File: src/hw/rtl/mse_pkg.sv
// Shared types and constants for the MIPS subset executor.
// Holds the field widths, opcode and funct codes and the structs passed between modules.
// No dependencies.
`default_nettype none

package mse_pkg;

  localparam int unsigned XLEN      = 32;
  localparam int unsigned REG_AW    = 5;
  localparam int unsigned REG_COUNT = 32;
  localparam int unsigned MEM_AW    = 7;
  localparam int unsigned MEM_WORDS = 128;

  typedef logic [XLEN-1:0]   word_t;
  typedef logic [REG_AW-1:0] reg_idx_t;
  typedef logic [MEM_AW-1:0] mem_idx_t;
  typedef logic [5:0]        opcode_t;

  // Primary opcodes.
  localparam opcode_t OP_RTYPE = 6'd0;
  localparam opcode_t OP_J     = 6'd2;
  localparam opcode_t OP_BEQ   = 6'd4;
  localparam opcode_t OP_BNE   = 6'd5;
  localparam opcode_t OP_ADDI  = 6'd8;
  localparam opcode_t OP_SLTI  = 6'd10;
  localparam opcode_t OP_LW    = 6'd35;
  localparam opcode_t OP_SW    = 6'd43;

  // Function codes of the R-type group.
  localparam opcode_t FN_ADD = 6'd32;
  localparam opcode_t FN_SUB = 6'd34;
  localparam opcode_t FN_AND = 6'd36;
  localparam opcode_t FN_OR  = 6'd37;
  localparam opcode_t FN_SLT = 6'd42;

  typedef struct packed {
    word_t    next_pc;
    logic     reg_write;
    reg_idx_t dest_reg;
    word_t    write_data;
    logic     branch_taken;
    logic     mem_write;
    mem_idx_t mem_index;
    logic     unknown_op;
  } result_t;

  typedef struct packed {
    logic     we;
    reg_idx_t addr;
    word_t    data;
  } rf_wr_t;

  typedef struct packed {
    logic     rd_en;
    logic     wr_en;
    mem_idx_t addr;
    word_t    wdata;
  } dm_req_t;

endpackage

`default_nettype wire

File: src/hw/rtl/mse_regfile.sv
// Register file: two registered read ports, one write port, per-entry valid bits.
// Depends on mse_pkg.
`default_nettype none

module mse_regfile (
  input  wire logic              clk,
  input  wire logic              rst_n,
  input  wire logic              rd_en,
  input  wire mse_pkg::reg_idx_t rs_addr,
  input  wire mse_pkg::reg_idx_t rt_addr,
  input  wire mse_pkg::rf_wr_t   wr,
  output mse_pkg::word_t         rs_data,
  output mse_pkg::word_t         rt_data
);

  logic [mse_pkg::XLEN-1:0]      mem [mse_pkg::REG_COUNT];
  logic [mse_pkg::REG_COUNT-1:0] vld_r;
  mse_pkg::word_t                rs_q_r;
  mse_pkg::word_t                rt_q_r;
  logic                          rs_v_r;
  logic                          rt_v_r;

  always_ff @(posedge clk) begin
    if (wr.we) begin
      mem[wr.addr] <= wr.data;
    end
    if (rd_en) begin
      rs_q_r <= mem[rs_addr];
      rt_q_r <= mem[rt_addr];
    end
  end

  // An entry never written since reset reads as zero.
  always_ff @(posedge clk) begin
    if (!rst_n) begin
      vld_r  <= '0;
      rs_v_r <= 1'b0;
      rt_v_r <= 1'b0;
    end else begin
      if (wr.we) begin
        vld_r[wr.addr] <= 1'b1;
      end
      if (rd_en) begin
        rs_v_r <= vld_r[rs_addr];
        rt_v_r <= vld_r[rt_addr];
      end
    end
  end

  assign rs_data = rs_v_r ? rs_q_r : '0;
  assign rt_data = rt_v_r ? rt_q_r : '0;

endmodule

`default_nettype wire

File: config.mk
export PLATFORM = sky130hd
export DESIGN_NAME = mse_regfile
export DESIGN_NICKNAME = d
export VERILOG_FILES = /design/src/hw/rtl/mse_pkg.sv /design/src/hw/rtl/mse_regfile.sv
export SDC_FILE = /design/constraint.sdc
export NUM_CORES = 1
export LEC_CHECK = 0
export BUFFER_PORTS_ARGS = -buffer_cell sky130_fd_sc_hd__buf_2
export CORE_ASPECT_RATIO = 0.75
export CORE_MARGIN = 5
export CORE_UTILIZATION = 65
export CTS_CLUSTER_DIAMETER = 120
export DETAILED_ROUTE_END_ITERATION = 6
export GPL_TIMING_DRIVEN = 0
export PLACE_DENSITY = 0.87
export RECOVER_POWER = 50
export SYNTH_ARGS = -nofsm -noshare
export SYNTH_HDL_FRONTEND = slang
export SYNTH_SLANG_ARGS = --single-unit
File: constraint.sdc
create_clock -name clk -period 7.45 [get_ports clk]
set_input_delay 0.745 -clock clk [delete_from_list [all_inputs] [get_ports clk]]
set_output_delay 0.745 -clock clk [all_outputs]
set_load 0.05 [all_outputs]
; After elaboration in Yosys (flattened, before gate mapping)
; Memories as Yosys holds them, arrays and structs flattened. A register that Yosys moved wholly into a read port is not among the register bits.
; Index checks and enable logic that the tools add are counted.
[totals]
register_bits = 34
ram_bits = 1024
out_inout_bits = 64
wordCells = 20
memories = 1
[op_classes]
order_cmp = 4
n_mux = 10
bitwise = 1
n_reduce_logical = 1
[memory_table]
columns = name, depth, word_bits, read_ports, rd_ports_with_merged_regs, wr, line_no
row1 = mem, 32, 32, 2, 2, 1, mse_regfile.sv:16  ; logic [mse_pkg::XLEN-1:0] mem [mse_pkg::REG_COUNT];
[op_table]
columns = op, n
row1 = 2-to-1 mux 32 bit, 2
row2 = bitwise OR 32 bit, 1
row3 = "less-than comparator 5 x 6 -> 1 bit, second input constant", 3
row4 = binary-select mux 1 bit (select 5 bit), 2
row5 = demux 1 bit (select 5 bit), 1
row6 = "greater-or-equal comparator 5 x 1 -> 1 bit, second input constant", 1
row7 = 2-to-1 mux 1 bit, 5
row8 = logical AND 1 bit, 1

; Depth between registers and ports, before layout
[logic_depth]
depth_word = 5
ltp_mapped = 9

; Worst setup path after synthesis
; No wires, ideal clock.
[synth_timing]
path_kind = input -> register
start = in wr[32] (netlist bit)
end = mem mem[12][0] (netlist bit) (enable)
setup_ps = 423
t_arrival_ps = 2789
required_ps = 7027
setup_slack_ps = 4238
cell_stages = 3
n_path_buf = 1
cell_sequence = or3b_2 > clkbuf_1 > nor2_1
[synth_lines]
columns = item, line_no
row1 = from (decl), mse_regfile.sv:11  ; input wire mse_pkg::rf_wr_t wr,
row2 = to (decl), mse_regfile.sv:16
; No word-level cell before the write port.

==> run_results.csv <==
group,metric,value,unit
clock_tree,clk_latency,710,ps
placement,placed_area,53500,um^2
synthesis,syn_area,50700,um^2
sta,rsz0062_at_grt,"no",
critical_path,max_stage_delay,1110,ps
die,die_w,333,um
clock_tree,cts_tree,"yes",
placement,dp.cells,3390,
critical_path,reg2reg_slack,5260,ps
synthesis,synth_cell_types,27,
clock_tree,post_cts_resized,0,
drt,avgViaCountPerCell,8.30,
placement,gp_congestion,0.874,
clock_tree,clk_pin_slew,70,ps
sta,slew_headroom,-79.1,%
global_routing,globalRouteMet3Util,15.7,%
clock_tree,post-cts-setup-buffers,0,
synthesis,synth-xor-area-share,0,%
job,maxCapViolCount,15,
final_layout,layoutNonFillerInstCount,3588,
power,ir_worst_vdd,0.000187,V
critical_path,worstPathMaxFanout,10,
sta,fin_crit_sh,57.1,%
die,core_region_area,77200,um^2
critical_path,required,7890,ps
synthesis,yosys.area_share.adder,0,%
synthesis,ys_async_sr_fraction,0,%
critical_path,cp_num_buf_inv,3,
clock_tree,clock_sinks,1122,
synthesis,ys_ff_latch,1122,
global_routing,grt_use_met1,50.9,%
drt,wire_per_inst,45.3,um
final_layout,nets,2511,
critical_path,critical-path-top-delay-family,"buffers and inverters",
global_routing,track_usage,39.1,%
placement,io_buffers,105,
power,total_power,13.8,mW
die,initial_core_util,65.7,%
power,power-per-cell-area,243,nW/um^2
synthesis,seq_area_frac_synth,65.7,%
synthesis,synth-compound-area-share,0.727,%
power,leakage,17.8,nW
synthesis,syn_avg_cell_area,22.9,um^2
synthesis,synth_top_family_by_area,"multiplexers",
synthesis,synthMuxAreaShare,30.5,%
drt,routed_wl,162000,um
sta,finalClockSkew,37.2,ps
global_routing,antenna_found_initial,6,
synthesis,synth-simple-area-share,1.51,%
synthesis,netlist_instances,2217,
clock_tree,clockBufferDepth,3,
critical_path,cp_slowest_cell,"buf_1",
sta,period_needed,4250,ps
drt,drtAntennaViolNets,0,
sta,worst_slew_pin_slew,2690,ps
critical_path,worst_setup_path_end_kind,"register",
sta,hold_viol,0,
placement,hpwl,102000,um
clock_tree,htreeDepth,3,
die,rows,88,
final_layout,final_layout_size_suffix_gt1_share,41.3,%
critical_path,arrival,4700,ps
sta,fmax,235,MHz
global_routing,grt_max_degree,39,
final_layout,fin_area,56700,um^2
drt,drt_iter0_drc,6042,
global_routing,grt-ovfl-total,0,
drt,first_pass_iters,7,
sta,slew_viol_final,298,
global_routing,gr-usage-met2,58.8,%
critical_path,rr_worst_depth,3,
sta,hold_ws,458,ps
synthesis,synth_warnings,0,
worst_hold_path,hold_depth,2,
final_layout,fin_util,73.5,%
clock_tree,cts-root-buf,"clkbuf_16",
status,outcome,"complete, but fails checks",
sta,timing.setup.tns,0,ps
die,die_h,252,um
final_layout,fill_cells,3936,
die,num_io_pins,115,
status,failed_checks,"design-rule violations, max-capacitance violations, max-slew violations",
critical_path,path_class,"in2reg",
global_routing,grt.busiest_layer,"met2",
synthesis,synth_edf_count,1088,
synthesis,synth_nets,2268,
clock_tree,cts_made_buffers,103,
critical_path,cp-start-kind,"input port",
sta,setup_violations,0,
critical_path,cp.depth,6,
global_routing,grt_pass1_wl,228000,um
clock_tree,holdBufCountCts,0,
drt,vias,29800,
worst_hold_path,worstHoldPathType,"in2reg",
die,design.die.area,83800,um^2
drt,drc,3,
sta,setup_slack,3200,ps
placement,pre_cts_slack,2860,ps
global_routing,grt_pass1_vias,30500,
synthesis,synthFlopType,"edfxtp_1",
critical_path,crit_chain,"clkbuf_1 -> clkbuf_1 -> buf_1 -> mux4_2 -> mux4_2 -> mux2_2",
final_layout,syn2layout_area_growth,11.8,%
==> cells in the final DEF (no fill, tap or decap), types with 34 or more instances in the layout <==
cell / synthesis / routed
mux4_2: 640 / 640
dfxtp_1: 34 / 34
and2_1: 66 / 66
mux2_2: 64 / 64
clkbuf_16: 0 / 104
edfxtp_1: 1088 / 1088
clkbuf_1: 74 / 127
buf_2: 46 / 117
==> power by group <==
| group | internal [mW] | total (mW) | switching, mW |
|---|---|---|---|
| clock | 3.00 | 5.45 | 2.45 |
| sequential | 7.04 | 7.09 | 0.0505 |
| combinational | 0.514 | 1.27 | 0.756 |
==> layer usage <==
metal | routed length [um] | part of all wire, %
met2 | 73500 | 45
met3 | 29000 | 18
met4 | 10900 | 6.7
met1 | 48900 | 30
met5 | 42 | 0.026
==> path summary, 6_finish.rpt <==
path | start | to
max | rs_addr[1] | rs_q_r[4]
min | rst_n | vld_r[0]
max reg2reg | mem[7][21] | rt_q_r[21]
min reg2reg | vld_r[7] | vld_r[7]
==> cell families after synthesis <==
logic type	count (synthesis)
multiplexers	736
flip-flops	1122
AND/OR/NAND/NOR	140
AO/OA/AOI/OAI	52
buffers and inverters	167
==> synthesized netlist by cell type (all sizes together) (2+ instances only) <==
cell type / n / area [um^2]
a211oi: 2 / 15.0
a21oi: 6 / 30.0
a22oi: 7 / 52.6
a31oi: 2 / 12.5
and2: 66 / 413
and3: 2 / 12.5
buf: 93 / 527
clkbuf: 74 / 278
dfxtp: 34 / 681
edfxtp: 1088 / 32700
mux2: 64 / 721
mux2i: 32 / 320
mux4: 640 / 14400
nand2: 11 / 41.3
nand2b: 3 / 18.8
nand3: 9 / 45.0
nand3b: 5 / 37.5
nor2: 35 / 131
nor2b: 4 / 25.0
o21a: 32 / 240
o21ai: 2 / 10.0
or3b: 3 / 26.3
==> sequential cells by signal, summed over array words and instances (netlist names) <==
| register | count |
|---|---|
| rs_v_r | 1 |
| rt_v_r | 1 |
| rs_q_r | 32 |
| vld_r | 32 |
| rt_q_r | 32 |
| mem | 1024 |
==> cell type report <==
class                      instances  area (um^2)  area share, %
clock buffer                     123         2670           4.71
clock inverter                    70          719           1.27
multi-input combinational        928        16700           29.5
tap                             1035         1290           2.28
antenna                            5         12.5         0.0221
timing repair buffer             138         1130           1.99
sequential                      1122        33400           58.8
buffer                           167          808           1.42
Note: power is estimated with default switching activity, not from simulation.
